### src/rtl/ecs_pkg.sv
// ----------------------------------------------------------------------------
// ecs_pkg
// Shared types, widths and codes of the compartment step core.
// ----------------------------------------------------------------------------
package ecs_pkg;

  localparam int COUNT_WIDTH = 48;
  localparam int RATE_WIDTH  = 32;
  localparam int COUNT_FRAC  = 16;
  localparam int RATE_FRAC   = RATE_WIDTH - 2;
  localparam int ALPHA_FRAC  = COUNT_WIDTH;
  localparam int NCOMP       = 10;
  localparam int IDX_WIDTH   = 4;
  localparam int CFG_IDX_W   = 2;
  localparam int ACC_WIDTH   = 64;

  // compartment slots
  localparam logic [IDX_WIDTH-1:0] C_S  = 4'd0;
  localparam logic [IDX_WIDTH-1:0] C_E  = 4'd1;
  localparam logic [IDX_WIDTH-1:0] C_I  = 4'd2;
  localparam logic [IDX_WIDTH-1:0] C_II = 4'd3;
  localparam logic [IDX_WIDTH-1:0] C_RE = 4'd4;
  localparam logic [IDX_WIDTH-1:0] C_RI = 4'd5;
  localparam logic [IDX_WIDTH-1:0] C_SI = 4'd6;
  localparam logic [IDX_WIDTH-1:0] C_RR = 4'd7;
  localparam logic [IDX_WIDTH-1:0] C_D  = 4'd8;
  localparam logic [IDX_WIDTH-1:0] C_V  = 4'd9;

  // register indexes
  localparam logic [CFG_IDX_W-1:0] REG_INCUBATION = 2'd0;
  localparam logic [CFG_IDX_W-1:0] REG_DEATH      = 2'd1;
  localparam logic [CFG_IDX_W-1:0] REG_IMMUNITY   = 2'd2;
  localparam logic [CFG_IDX_W-1:0] REG_WANING     = 2'd3;

  // input commands
  localparam logic CMD_STEP = 1'b0;
  localparam logic CMD_LOAD = 1'b1;

  // multiplier operation codes
  localparam int MOP_WIDTH = 4;
  localparam logic [MOP_WIDTH-1:0] MOP_AS   = 4'd0;  // alpha*S
  localparam logic [MOP_WIDTH-1:0] MOP_ASI  = 4'd1;  // alpha*SI
  localparam logic [MOP_WIDTH-1:0] MOP_ASE  = 4'd2;  // (alpha*S)*E
  localparam logic [MOP_WIDTH-1:0] MOP_ASIE = 4'd3;  // (alpha*SI)*E
  localparam logic [MOP_WIDTH-1:0] MOP_PSE  = 4'd4;  // phi*(..)
  localparam logic [MOP_WIDTH-1:0] MOP_RS   = 4'd5;
  localparam logic [MOP_WIDTH-1:0] MOP_RE   = 4'd6;
  localparam logic [MOP_WIDTH-1:0] MOP_RRE  = 4'd7;
  localparam logic [MOP_WIDTH-1:0] MOP_BE   = 4'd8;
  localparam logic [MOP_WIDTH-1:0] MOP_GE   = 4'd9;
  localparam logic [MOP_WIDTH-1:0] MOP_GI   = 4'd10;
  localparam logic [MOP_WIDTH-1:0] MOP_EI   = 4'd11;
  localparam logic [MOP_WIDTH-1:0] MOP_ZRI  = 4'd12;
  localparam logic [MOP_WIDTH-1:0] MOP_WV   = 4'd13;
  localparam int NMOP = 14;

  typedef struct packed {
    logic                   cmd;
    logic [IDX_WIDTH-1:0]   compartment_index;
    logic [COUNT_WIDTH-1:0] load_value;
    logic [COUNT_WIDTH-1:0] infection_rate;
    logic [RATE_WIDTH-1:0]  recovery_rate;
    logic [RATE_WIDTH-1:0]  vaccination_rate;
    logic [RATE_WIDTH-1:0]  reinfection_factor;
  } in_word_t;

  typedef struct packed {
    logic [COUNT_WIDTH-1:0] susceptible;
    logic [COUNT_WIDTH-1:0] exposed;
    logic [COUNT_WIDTH-1:0] infectious;
    logic [COUNT_WIDTH-1:0] reinfected;
    logic [COUNT_WIDTH-1:0] recovered_exposed;
    logic [COUNT_WIDTH-1:0] recovered_infectious;
    logic [COUNT_WIDTH-1:0] resusceptible;
    logic [COUNT_WIDTH-1:0] recovered_reinfected;
    logic [COUNT_WIDTH-1:0] deceased;
    logic [COUNT_WIDTH-1:0] vaccinated;
  } out_word_t;

  // controller -> datapath
  typedef struct packed {
    logic                 capture;   // latch input word and rates
    logic                 load;      // write one compartment
    logic                 mul_go;    // start multiply of mop
    logic [MOP_WIDTH-1:0] mop;
    logic                 settle;    // form the new compartments
  } dp_cmd_t;

  // datapath -> controller
  typedef struct packed {
    logic mul_done;
  } dp_sts_t;

  // saturating 64-bit add
  function automatic logic [ACC_WIDTH-1:0] sat_add(input logic [ACC_WIDTH-1:0] a,
                                                   input logic [ACC_WIDTH-1:0] b);
    logic [ACC_WIDTH:0] s;
    s = {1'b0, a} + {1'b0, b};
    sat_add = s[ACC_WIDTH] ? {ACC_WIDTH{1'b1}} : s[ACC_WIDTH-1:0];
  endfunction

  // clamp at zero and at the largest count
  function automatic logic [COUNT_WIDTH-1:0] settle(input logic [ACC_WIDTH-1:0] pos,
                                                    input logic [ACC_WIDTH-1:0] neg);
    logic [ACC_WIDTH-1:0] d;
    d = pos - neg;
    if (neg >= pos) settle = '0;
    else if (d[ACC_WIDTH-1:COUNT_WIDTH] != '0) settle = {COUNT_WIDTH{1'b1}};
    else settle = d[COUNT_WIDTH-1:0];
  endfunction

endpackage

### src/rtl/ecs_ctrl.sv
// ----------------------------------------------------------------------------
// ecs_ctrl
// Controller: takes a word; a load writes one slot, a step sequences the
// fourteen products, settles and presents the result word.
// ----------------------------------------------------------------------------
module ecs_ctrl (
  input  logic             clk,
  input  logic             rst,
  input  logic             in_valid,
  output logic             in_stall,
  input  logic             in_cmd,
  output logic             out_valid,
  input  logic             out_stall,
  output ecs_pkg::dp_cmd_t cmd,
  input  ecs_pkg::dp_sts_t sts
);

  localparam logic [2:0] ST_IDLE   = 3'd0;
  localparam logic [2:0] ST_DECODE = 3'd1;
  localparam logic [2:0] ST_ISSUE  = 3'd2;
  localparam logic [2:0] ST_WAIT   = 3'd3;
  localparam logic [2:0] ST_SETTLE = 3'd4;

  logic [2:0] state, state_next;
  logic [ecs_pkg::MOP_WIDTH-1:0] mop, mop_next;
  logic is_load, is_load_next;
  logic out_valid_next;
  logic accept;

  // accept when idle and no result is waiting
  assign in_stall = (state != ST_IDLE) || out_valid;
  assign accept = in_valid && !in_stall;

  always_comb begin
    state_next = state;
    mop_next = mop;
    is_load_next = is_load;
    out_valid_next = out_valid && out_stall;
    cmd = '0;
    cmd.mop = mop;
    unique case (state)
      ST_IDLE: begin
        if (accept) begin
          cmd.capture = 1'b1;
          is_load_next = (in_cmd == ecs_pkg::CMD_LOAD);
          state_next = ST_DECODE;
        end
      end
      ST_DECODE: begin
        if (is_load) begin
          cmd.load = 1'b1;
          state_next = ST_IDLE;
        end else begin
          mop_next = ecs_pkg::MOP_AS;
          state_next = ST_ISSUE;
        end
      end
      ST_ISSUE: begin
        cmd.mul_go = 1'b1;
        state_next = ST_WAIT;
      end
      ST_WAIT: begin
        if (sts.mul_done) begin
          if (mop == ecs_pkg::MOP_WIDTH'(ecs_pkg::NMOP - 1)) begin
            state_next = ST_SETTLE;
          end else begin
            mop_next = mop + 1'b1;
            state_next = ST_ISSUE;
          end
        end
      end
      ST_SETTLE: begin
        cmd.settle = 1'b1;
        out_valid_next = 1'b1;
        state_next = ST_IDLE;
      end
      default: state_next = ST_IDLE;
    endcase
  end

  always_ff @(posedge clk) begin
    if (rst) begin
      state <= ST_IDLE;
      mop <= '0;
      is_load <= 1'b0;
      out_valid <= 1'b0;
    end else begin
      state <= state_next;
      mop <= mop_next;
      is_load <= is_load_next;
      out_valid <= out_valid_next;
    end
  end

  // a stalled result stays up
  a_hold: assert property (@(posedge clk) disable iff (rst)
    out_valid && out_stall |=> out_valid)
    else $error("result dropped while stalled");
  // no word is taken while a step is in flight
  a_busy: assert property (@(posedge clk) disable iff (rst)
    state != ST_IDLE |-> in_stall)
    else $error("input open while busy");
  // settle only after the last product
  a_settle: assert property (@(posedge clk) disable iff (rst)
    state == ST_SETTLE |-> mop == ecs_pkg::MOP_WIDTH'(ecs_pkg::NMOP - 1))
    else $error("settle before products done");

endmodule

### config.mk
export PLATFORM = sky130hd
export DESIGN_NAME = ecs_ctrl
export DESIGN_NICKNAME = d
export VERILOG_FILES = /design/src/rtl/ecs_pkg.sv /design/src/rtl/ecs_ctrl.sv
export SDC_FILE = /design/constraint.sdc
export NUM_CORES = 1
export LEC_CHECK = 0
export BUFFER_PORTS_ARGS = -buffer_cell sky130_fd_sc_hd__buf_4
export CAP_MARGIN = 10
export CORE_AREA = 10 10 47 49
export CTS_BUF_LIST = sky130_fd_sc_hd__clkbuf_8
export DETAILED_ROUTE_END_ITERATION = 10
export DIE_AREA = 0 0 57 59
export REMOVE_ABC_BUFFERS = 1
export SLEW_MARGIN = 5
export SYNTH_ARGS = -nofsm -noshare
export SYNTH_HDL_FRONTEND = slang
export SYNTH_SLANG_ARGS = --single-unit
### constraint.sdc
create_clock -name clk -period 1.25 [get_ports clk]
set_input_delay 0.1875 -clock clk [delete_from_list [all_inputs] [get_ports clk]]
set_output_delay 0.1875 -clock clk [all_outputs]
set_load 0.005 [all_outputs]
* Word-level counts from Yosys, hierarchy flattened
Index checks and enable logic that the tools add are counted.
** Word-level totals
- Register bits :: 9
- Input bits :: 6
- Logic and storage cells :: 40
** Cells by class
- Add/subtract/negate cells :: 1
- Equal/unequal tests :: 9
- Muxes and demuxes :: 16
- Reductions and logical operators :: 10
** Operators by type and width (count)
- 4-bit two-way mux :: 3
- 3-bit one-hot mux with 4 select lines :: 1
- 3-bit two-way mux :: 3
- 2-bit != test, second input constant :: 4
- 4-bit one-hot mux with 2 select lines :: 1
- 1-bit two-way mux :: 7
- 3-bit by 2-bit == test with 1-bit output, second input constant :: 2
- 4-bit by 1-bit adder with 4-bit output, second input constant :: 1
- 4-bit == test, second input constant :: 1
- 2-bit AND reduction :: 2
- 4-bit AND reduction :: 1
- 3-bit by 1-bit == test with 1-bit output, second input constant :: 1
- 3-bit == test, second input constant :: 1
- 3-bit zero test :: 1
- 3-bit nonzero test :: 1
- 1-bit logical AND :: 2
- 2-bit two-way mux :: 1
- 2-bit nonzero test :: 1
- 1-bit zero test :: 1
- 1-bit logical OR :: 1

* Depth between registers and ports, before layout
Gate-level depths: netlist of run 1.
- Depth after elaboration :: 6
- Gate-level depth with buffers :: 5

* Worst setup path before layout of run 1
Ideal clock, no wire load.
- Path kind :: reg-to-reg
- From :: register state[2]
- To :: register is_load
- Setup time :: 0.070 ns
- Data arrival time :: 1.258 ns
- Required time :: 1.180 ns
- Path slack :: -0.078 ns
- Cell stages (with the launch flop) :: 4
- Cell sequence :: dfxtp_1 > or4_4 > or3_1 > a21oi_1
** Between the ends
- Word-level cells in the longest chain between the ends :: 5
- Elaborated cells on any way between the ends :: 6
** RTL lines
- start: declaration :: line ecs_ctrl.sv:24 : logic [2:0] state, state_next;
- start signal: assignment :: line ecs_ctrl.sv:88 : state <= state_next;
- 3-bit nonzero test :: line ecs_ctrl.sv:31 : assign in_stall = (state != ST_IDLE) || out_valid;
- 1-bit logical OR :: line ecs_ctrl.sv:31
- via in_stall :: line ecs_ctrl.sv:10 : output logic in_stall,
- 1-bit zero test :: line ecs_ctrl.sv:32 : assign accept = in_valid && !in_stall;
- 1-bit logical AND :: line ecs_ctrl.sv:32
- 2-bit AND reduction (no source line)
- end signal: assignment :: line ecs_ctrl.sv:90 : is_load <= is_load_next;
- end: declaration :: line ecs_ctrl.sv:26 : logic is_load, is_load_next;
The timed path passes the listed nets, and every way through them passes these cells.
A chain may end at the register's enable or synchronous reset.

==> results of run 1 <==
## metal layers
metal,vias up,global-route usage (%),routed length (µm)
li1,278,-,-
met1,275,9.78,675
met2,19,14.4,720
met3,4,4.94,154
met4,0,7.38,31
met5,-,0,0
## cells in the final DEF (no fill, tap or decap), types with 2 or more instances in the layout
cell      Yosys  layout
clkbuf_8      0       3
and4bb_2      2       2
nand2b_1      2       2
o211ai_1      2       2
dfxtp_1       9       5
inv_1         3       4
o21ai_0       3       2
nor2_1        3       2
buf_6         0       2
a211oi_1      2       2
nand2_1       3       3
a21oi_1       5       4
nand3_1       3       3
buf_4         0      29
dfxtp_2       0       4
## repair_timing
action,4_1_cts,5_1_grt
resized for setup,11,7
pin swaps,3,4
setup buffers,3,1
setup endpoints to repair,9,10
hold endpoints to repair,0,0
## sequential cells by signal (all words and copies together), names as in the netlist
register	flops
out_valid	1
is_load	1
state	3
mop	4
## where the power goes
part           switching, W  internal [W]
combinational     0.0000786     0.0000948
clock              0.000119      0.000214
sequential       0.00000855      0.000300
total              0.000206      0.000609
## per-stage QoR
stage          setup TNS [ns]  cell area [µm²]
2_1_floorplan          -0.297              480
3_3_place_gp           -0.213              703
3_5_place_dp           -0.276              703
4_1_cts                -0.790              802
5_1_grt                 -1.73              843
6_report                -1.30              843
## Yosys cell counts, drive strengths merged
library cell  count
a211oi            2
a21oi             5
a311oi            2
a41oi             1
and3              1
and4b             1
and4bb            2
buf               2
clkbuf            1
dfxtp             9
ha                2
inv               3
nand2             3
nand2b            2
nand3             3
nand4b            1
nor2              3
nor2b             1
nor3              1
nor3b             2
o211ai            2
o21ai             3
o21bai            1
or3               2
or4               1
or4b              1
## how the worst max path moves through the flow
stage                                from              endpoint  cells past startpoint
detailed placement  state[0]$_SDFFE_PP0P_  is_load$_SDFFE_PP0P_                      3
global placement    state[0]$_SDFFE_PP0P_  is_load$_SDFFE_PP0P_                      3
floorplan           state[1]$_SDFFE_PP0P_  is_load$_SDFFE_PP0P_                      3
CTS                 state[0]$_SDFFE_PP0P_                cmd[7]                      3
global route        state[0]$_SDFFE_PP0P_                cmd[7]                      3
finish              state[0]$_SDFFE_PP0P_                cmd[7]                      3
## area by class of cell
cell class / count / area [µm²] / area share (%)
clock inverters: 1 / 3.75 / 0.445
repair buffers: 31 / 240 / 28.5
inverters: 3 / 11.3 / 1.34
well taps: 16 / 20.0 / 2.37
flip-flops and latches: 9 / 185 / 22.0
multi-input cells: 42 / 342 / 40.5
clock buffers: 3 / 41.3 / 4.90
## logic make-up (layout without fill, tap and decap cells)
logic type	count (synthesis)	count (layout)	share of synthesized area (%)
AND/OR/NAND/NOR	24	24	32.5
AO/OA/AOI/OAI	16	16	21.1
flip-flops	9	9	36.5
buffers and inverters	6	38	4.82
adder cells (fa/ha/maj)	2	2	5.08
## worst max-delay path, cell delays in order, from the launching register on
cell,delay (ns)
dfxtp_2,0.32
or4_4,0.56
nor2_2,0.11
buf_4,0.12
==> results.txt, run 1 <==
----------------------------------------------------
[Outcome]
  Run status ... complete, but fails checks
  Violated checks ... setup timing

[Floorplan]
  I/O pins ... 16
  Die span in y ... approximately 60 µm
  Initial cell density of the core ... 35.2%
  DIE WIDTH ... roughly 57 µm
  Core area ... between 1000 and 1500 µm²
  Full die area ... approximately 3400 µm²
  Row count ... 14

[Routing]
  Drt via density ... around 5.5
  Vias ... between 500 and 600
  Total length of routed wires ... roughly 1.6 mm
  Iteration-0 DRC Markers ... 7
  1st-pass router iterations ... 4
  Antenna-violating nets left ... 0
  Remaining routing DRC violations ... 0
  Average wire length per cell after detail routing ... 15.1 µm

[Clocking]
  Hold-fix buffers at CTS ... 0
  Worst-Skew Late Latency ... ~0.23 ns
  CTS Buffer Depth ... 2
  Number of levels in the clock H-tree ... 1
  TritonCTS Buffers ... 3
  Clock-pin slew of the registers on the worst-case setup and hold paths ... 0.04 ns
  Clock tree from TritonCTS ... done
  Clk sinks ... 9
  Cell at the root of the clock tree ... clkbuf_8

[Timing]
  Headroom to the max-slew limit ... between 80% and 90%
  Fin. max-slew vios ... 0
  Worst slack on hold paths ... approximately 0.19 ns
  Final Hold Viols ... 0
  Slew at the pin closest to its max-slew limit ... between 0.2 and 0.25 ns
  Count of final setup violators ... 10
  Layout Skew ... about 0.0009 ns
  Final critical-path setup slack ... -0.278 ns
  RSZ-0062 raised after global routing ... yes
  Peak clock frequency supported by timing ... between 600 and 700 MHz
  Final critical path time including I/O delays and setup ... between 1.5 and 2 ns
  Portion of the clock cycle consumed by the worst path in the final layout ... 122%

[Layout]
  Number of standard cells in the layout, taps in and fillers out ... around 110
  Area delta synth->final ... 71.1%
  Nets@finish ... between 90 and 100
  Final core occ ... 60.2%
  Antenna diode count ... 0
  Number of fillers in the final layout ... 133
  Layout cell share with drive strength beyond 1 ... between 50% and 60%

[Setup path]
  Peak fanout along the critical path ... 4
  Reg2reg setup slack ... -0.24 ns
  Critical Setup Path Class ... flip-flop to primary output
  Depth of the most critical reg-to-reg path ... 3
  Setup crit end kind ... primary output
  Data arrival time of the critical path ... 1.34 ns
  End of the worst register-to-register path ... is_load$_SDFFE_PP0P_
  Required time at the worst-slack endpoint ... between 1 and 1.5 ns
  FF-to-FF Start ... state[0]$_SDFFE_PP0P_
  Type of origin of the critical path ... flip-flop

[Global route]
  Vias in the first global route ... ~580
  Combined global-route utilization of all metal layers ... a little under a tenth
  Antenna violations before repair ... 0
  First-pass GRT wire length ... 2.55 mm
  Pin count of the biggest net entering global routing ... 11
  Total congestion overflow ... 0

[Power]
  P per Cell Area ... between 900 and 1000 nW/µm²
  Static leakage ... 0.366 nW
  IR Drop Worst-Case VDD ... 0.000571 V
  Power Total ... 0.000815 W

[Synth]
  Area leader, netlist ... dfxtp_1
  Sequential fraction of the synthesis area ... between 30% and 40%
  Area share of the largest cell type after synthesis ... between 30% and 40%
  Synthesized instance count ... 57
  Flops & latches, synth ... 9
  Synthesis Warnings ... 0
  Cell area after technology mapping ... 493 µm²
  Leading cell types by total area after synthesis ... dfxtp_1 37%, a21oi_1 5.1%, and4bb_2 5.1%, ha_1 5.1%, a311oi_1 3.6%
  Avg Synthesized Cell Area ... about 8.6 µm²
  Number of distinct library cells after synthesis ... 27

[Placement]
  Input/output buffers ... 15
  Routability Congestion ... 0.772
  Worst slack at placement ... -0.128 ns
  Post-Place Cells ... between 90 and 100
  Half-perimeter wire length after placement ... 1.09 mm

[Worst hold path]
  Worst hold path class ... input pin to flip-flop
  Worst hold path depth ... 3
  End of the worst hold path ... out_valid$_SDFF_PP0_
  Start point of the worst min-delay path ... out_stall

[Run]
  Number of violations of the max-capacitance limit ... 0

----------------------------------------------------
Power figures use the tool's default switching activity.
==> inputs of run 2 (changes only) <==
--- a/config.mk
+++ b/config.mk
@@ -7,3 +7,2 @@
 export LEC_CHECK = 0
-export BUFFER_PORTS_ARGS = -buffer_cell sky130_fd_sc_hd__buf_4
 export CAP_MARGIN = 10
@@ -13,2 +12,3 @@
 export DIE_AREA = 0 0 57 59
+export DONT_BUFFER_PORTS = 1
 export REMOVE_ABC_BUFFERS = 1
==> constraint.sdc (replaced) <==
create_clock -name clk -period 1.25 [get_ports clk]
set_input_delay 0.125 -clock clk [delete_from_list [all_inputs] [get_ports clk]]
set_output_delay 0.125 -clock clk [all_outputs]
set_load 0.005 [all_outputs]
==> run 2 against run 1 <==
The run still ends with setup timing left. First-iteration DRC count is 29% higher. Worst setup slack better by 0.090 ns. Sequential power hardly changed. Count of clock-buffer cells in the layout stayed put. Flip-flop and latch count stayed put. Clock skew is 0.00069 ns higher. Final area is 6.2% lower. Critical path depth stayed put. Wire length is 4.7% lower. Critical endpoint unchanged. Largest power group unchanged. Highest routed layer unchanged.
==> results.txt, run 2 (synthesis gave the netlist of run 1 again) <==
----------------------------------------------------
[Outcome]
  Run status ... complete, but fails checks
  Violated checks ... setup timing

[Timing]
  Headroom to the max-slew limit ... about three quarters
  RSZ-0062 raised after global routing ... yes
  Peak clock frequency supported by timing ... 696 MHz
  Final Hold Viols ... 0
  Fin. max-slew vios ... 0
  Final critical path time including I/O delays and setup ... 1.44 ns
  Count of final setup violators ... 7
  Final critical-path setup slack ... -0.187 ns
  Portion of the clock cycle consumed by the worst path in the final layout ... 115%
  Layout Skew ... about 0.0016 ns
  Slew at the pin closest to its max-slew limit ... ~0.39 ns
  Worst slack on hold paths ... approximately 0.044 ns

[Worst hold path]
  Start point of the worst min-delay path ... out_stall
  Worst hold path depth ... 2
  End of the worst hold path ... out_valid$_SDFF_PP0_
  Worst hold path class ... input pin to flip-flop

[Setup path]
  FF-to-FF Start ... out_valid$_SDFF_PP0_
  Slowest Stage Delay on Critical Path ... approximately 0.54 ns
  Setup crit end kind ... primary output
  Slowest stage cell on the critical path ... or4_4
  Reg2reg setup slack ... -0.12 ns
  Peak fanout along the critical path ... 3
  Type of origin of the critical path ... flip-flop
  Depth of the most critical reg-to-reg path ... 3
  Ordered list of cells on the worst path ... or4_4 > buf_6 > nor2_4
  Data arrival time of the critical path ... between 1 and 1.5 ns
  Required time at the worst-slack endpoint ... between 1 and 1.5 ns
  End of the worst register-to-register path ... is_load$_SDFFE_PP0P_
  Critical Setup Path Class ... flip-flop to primary output

[Routing]
  1st-pass router iterations ... 4
  Amount of wire on met3 after detailed routing ... between 150 and 200 µm
  Remaining routing DRC violations ... 0
  Vias ... ~520
  Met2 WL post-DR ... roughly 720 µm
  Total length of routed wires ... roughly 1.5 mm
  Routed metal-1 wirelength ... about 610 µm
  Average wire length per cell after detail routing ... about 16 µm
  Top metal layer carrying routed signals ... met4
  Antenna-violating nets left ... 0
  Iteration-0 DRC Markers ... 9
  Drt via density ... roughly 5.5

[Layout]
  Nets@finish ... between 80 and 90
  Layout cell share with drive strength beyond 1 ... 51.2%
  Leading cell type in the layout, fill and taps excluded ... buf_4
  Area delta synth->final ... 60.4%
  Register with the most flip-flops ... mop
  Antenna diode count ... 0
  Commonest cells after routing, fill and taps aside ... 17 x buf_4, 5 x a21oi_1, 4 x dfxtp_1, 4 x buf_6
  Largest regs ... mop (4), state (3)
  Max FFs per register ... 4
  Number of fillers in the final layout ... ~140
  Final core occ ... a little under three fifths
  Non-Filler Cell Area, Final ... 791 µm²

[Placement]
  Half-perimeter wire length after placement ... between 1 and 1.5 mm
  Instance area at placement ... between 600 and 700 µm²
  Routability Congestion ... roughly 0.77
  Input/output buffers ... 0

[Clocking]
  Clock-pin slew of the registers on the worst-case setup and hold paths ... approximately 0.050 ns
  Clk sinks ... 9
  Number of levels in the clock H-tree ... 1
  Worst-Skew Late Latency ... ~0.24 ns
  TritonCTS Buffers ... 3
  Clock tree from TritonCTS ... done
  CTS Buffer Depth ... 2
  Cell at the root of the clock tree ... clkbuf_8

[Global route]
  Antenna violations before repair ... 0
  First-pass GRT wire length ... 2.57 mm
  Pin count of the biggest net entering global routing ... 10
  Vias in the first global route ... approximately 530
  Total congestion overflow ... 0
  Combined global-route utilization of all metal layers ... just under 10%

[Floorplan]
  Full die area ... 3360 µm²
  Initial cell density of the core ... 35.2%
  Row count ... 14
  Die span in y ... 59 µm
  DIE WIDTH ... ~57 µm
  Core area ... roughly 1400 µm²
  I/O pins ... 16

[Power]
  P per Cell Area ... about 1000 nW/µm²
  Static leakage ... ~0.32 nW
  IR Drop Worst-Case VDD ... approximately 0.00063 V

[Run]
  Number of violations of the max-capacitance limit ... 0

----------------------------------------------------
run 2: worst max-delay path: cells and delay by family (launching register included):
kind | cells | cell delay [ns]
AND/OR/NAND/NOR | 2 | 0.61
buffers and inverters | 1 | 0.14
flip-flops | 1 | 0.32
run 2: layout make-up:
cell class                      count  area [µm²]  area share (%)
Clock buffer                        3        41.3            5.22
Inverter                            3        11.3            1.42
Timing Repair Buffer               22         183            23.1
Multi-Input combinational cell     42         340            43.0
Sequential cell                     9         191            24.2
Tap cell                           16        20.0            2.53
Clock inverter                      1        3.75           0.475
run 2: routing by layer:
metal	track usage, %	up-vias
met3	4.94	4
li1	-	261
met2	14.7	18
met4	6.04	0
met5	0	-
met1	10.3	241
run 2: worst max path at each step:
stage                           from  cells past startpoint  slack (ns)                   end
2_1_floorplan  state[1]$_SDFFE_PP0P_                      3       -0.16  is_load$_SDFFE_PP0P_
3_3_place_gp   state[0]$_SDFFE_PP0P_                      3        -0.1  is_load$_SDFFE_PP0P_
3_5_place_dp   state[0]$_SDFFE_PP0P_                      3       -0.13  is_load$_SDFFE_PP0P_
5_1_grt        state[1]$_SDFFE_PP0P_                      3       -0.24                cmd[7]
6_report        out_valid$_SDFF_PP0_                      3       -0.19                cmd[7]
4_1_cts         out_valid$_SDFF_PP0_                      3       -0.20                cmd[7]
run 2: per-stage QoR:
stage / TNS, ns / power [W] / worst slack (ns) / cells
floorplan: -0.297 / 0.000372 / -0.157 / 54
global placement: -0.253 / 0.000424 / -0.0978 / 87
detailed placement: -0.357 / 0.000427 / -0.132 / 87
CTS: -0.524 / 0.000793 / -0.197 / 93
global route: -0.996 / 0.000834 / -0.238 / 96
finish: -0.663 / 0.000792 / -0.187 / 96
run 2: report_power, final:
group / switching (W) / internal [W] / leakage, nW
sequential: 0.0000103 / 0.000297 / 0.0759
clock: 0.000123 / 0.000215 / 0.0269
combinational: 0.0000695 / 0.0000781 / 0.222
total: 0.000202 / 0.000590 / 0.325
run 2: timing repair:
action,4_1_cts,5_1_grt
hold buffers,1,0
setup buffers,1,3
hold endpoints to repair,9,0
endpoints found under the setup margin,8,10
pin swaps,6,3
resized for setup,13,12
==> inputs of run 3 (changes only) <==
- MAX_ROUTING_LAYER: default -> met4
==> run 3 against run 2 <==
The run still ends with setup timing left. Flip-flop and latch count did not move. Critical endpoint unchanged. Count of clock-buffer cells in the layout is the same. Global-route usage increased by 0.27 points. Critical path depth unchanged. Non-clock buffer count unchanged. Via count grew 0.19%. Sequential share of layout area did not move. Worst hold slack worse by 0.0031 ns. Maximum frequency fell by 0.28%. Die area stayed put. Largest power group unchanged. Utilization did not move.
==> results.txt, run 3 (synthesis gave the netlist of run 1 again) <==
----------------------------------------------------
[Floorplan]
  Die span in y ... about 59 µm
  DIE WIDTH ... between 50 and 60 µm
  Core area ... 1400 µm²
  Row count ... 14
  Full die area ... 3360 µm²
  Initial cell density of the core ... 35.2%
  I/O pins ... 16

[Power]
  IR Drop Worst-Case VDD ... about 0.00064 V
  Static leakage ... roughly 0.32 nW
  P per Cell Area ... between 1000 and 1500 nW/µm²

[Setup path]
  Number of buffer and inverter instances along the worst setup path ... 1
  Data arrival time of the critical path ... 1.32 ns
  Peak fanout along the critical path ... 3
  Ordered list of cells on the worst path ... or4_4 > buf_6 > nor2_4
  Required time at the worst-slack endpoint ... between 1 and 1.5 ns
  Top Family by Delay on Critical Path ... simple AND/OR/NAND/NOR gates
  Slowest stage cell on the critical path ... or4_4
  Setup crit end kind ... primary output
  Slowest Stage Delay on Critical Path ... 0.54 ns
  Type of origin of the critical path ... flip-flop
  Critical Setup Path Class ... flip-flop to primary output

[Routing]
  Drt via density ... ~5.5
  Average wire length per cell after detail routing ... roughly 16 µm
  1st-pass router iterations ... 4
  Total length of routed wires ... about 1.5 mm
  Antenna-violating nets left ... 0
  Remaining routing DRC violations ... 0
  Vias ... roughly 530
  Iteration-0 DRC Markers ... 8

[Global route]
  First-pass GRT wire length ... ~2.6 mm
  Vias in the first global route ... 534
  Combined global-route utilization of all metal layers ... between 9 and 10%
  Pin count of the biggest net entering global routing ... 10
  Total congestion overflow ... 0
  Antenna violations before repair ... 0

[Layout]
  Register with the most flip-flops ... mop
  Final core occ ... about 56%
  Nets@finish ... 89
  Max FFs per register ... 4
  Area delta synth->final ... 60.4%
  Commonest cells after routing, fill and taps aside ... 17 x buf_4, 5 x a21oi_1, 4 x dfxtp_1, 4 x buf_6
  Leading cell type in the layout, fill and taps excluded ... buf_4
  Antenna diode count ... 0
  Layout cell share with drive strength beyond 1 ... 51.2%
  Largest regs ... mop (4), state (3)

[Timing]
  Slew at the pin closest to its max-slew limit ... between 0.3 and 0.4 ns
  Final Hold Viols ... 0
  RSZ-0062 raised after global routing ... yes
  Final critical path time including I/O delays and setup ... between 1 and 1.5 ns
  Final critical-path setup slack ... -0.192 ns
  Peak clock frequency supported by timing ... 694 MHz
  Layout Skew ... around 0.0035 ns
  Count of final setup violators ... 7
  Headroom to the max-slew limit ... between 70% and 80%
  Portion of the clock cycle consumed by the worst path in the final layout ... 115%
  Fin. max-slew vios ... 0
  Worst slack on hold paths ... a little over 0.04 ns

[Clocking]
  Clock-pin slew of the registers on the worst-case setup and hold paths ... ~0.050 ns
  TritonCTS Buffers ... 3
  Worst-Skew Late Latency ... ~0.24 ns
  Clk sinks ... 9
  Number of levels in the clock H-tree ... 1
  Cell at the root of the clock tree ... clkbuf_8
  Clock tree from TritonCTS ... done
  CTS Buffer Depth ... 2

[Outcome]
  Run status ... complete, but fails checks
  Violated checks ... setup timing

[Run]
  Number of violations of the max-capacitance limit ... 0

[Placement]
  Input/output buffers ... 0
  Routability Congestion ... a little under 0.8
  Half-perimeter wire length after placement ... roughly 1.1 mm

[Worst hold path]
  Worst hold path class ... input pin to flip-flop

----------------------------------------------------
[run 3: final cells by class]
cell class	instances	area, µm²
inverters	3	11.3
clock inverters	1	3.75
flip-flops and latches	9	191
repair buffers	22	183
multi-input cells	42	340
clock buffers	3	41.3
well taps	16	20.0
fillers	141	611
[run 3: worst reg2reg max path: stages, from the launching register on]
cell,delay (ns)
dfxtp_2,0.32
or4_4,0.54
or3_1,0.32
a21oi_1,0.13
[run 3: final timing paths]
check	start	to	slack [ns]	depth (start not counted)
worst max-delay path	out_valid$_SDFF_PP0_	cmd[7]	-0.19	3
worst min-delay path	out_stall	out_valid$_SDFF_PP0_	0.04	2
worst max register to register	out_valid$_SDFF_PP0_	is_load$_SDFFE_PP0P_	-0.12	3
worst min register to register	mop[3]$_SDFFE_PP0P_	state[2]$_SDFFE_PP0P_	0.53	2
[run 3: repair_timing]
action                                  CTS  global route
pin swaps                                 6             3
endpoints found under the setup margin    8            10
hold buffers                              1             0
setup buffers                             1             3
resized for setup                        13            12
endpoints found under the hold margin     9             0
[run 3: metrics by stage]
| step | instances | cell area, µm² | TNS (ns) | power (W) | worst slack, ns |
|---|---|---|---|---|---|
| 2_1_floorplan | 54 | 480 | -0.297 | 0.000372 | -0.157 |
| 6_report | 96 | 791 | -0.675 | 0.000797 | -0.192 |
| 4_1_cts | 93 | 727 | -0.524 | 0.000793 | -0.197 |
| 5_1_grt | 96 | 791 | -0.994 | 0.000834 | -0.236 |
| 3_5_place_dp | 87 | 628 | -0.357 | 0.000427 | -0.132 |
| 3_3_place_gp | 87 | 628 | -0.253 | 0.000424 | -0.0978 |
[run 3: where the power goes]
group          internal [W]  switching (W)  total, W
clock network      0.000215       0.000127  0.000342
registers          0.000297      0.0000102  0.000307
logic             0.0000781      0.0000696  0.000148
total              0.000590       0.000207  0.000797
[run 3: per-layer routing]
layer / track usage [%] / share of wire, %
met1: 10.7 / 42
met3: 4.29 / 8.5
met5: - / 0
met4: 6.04 / 2.0
met2: 14.7 / 48
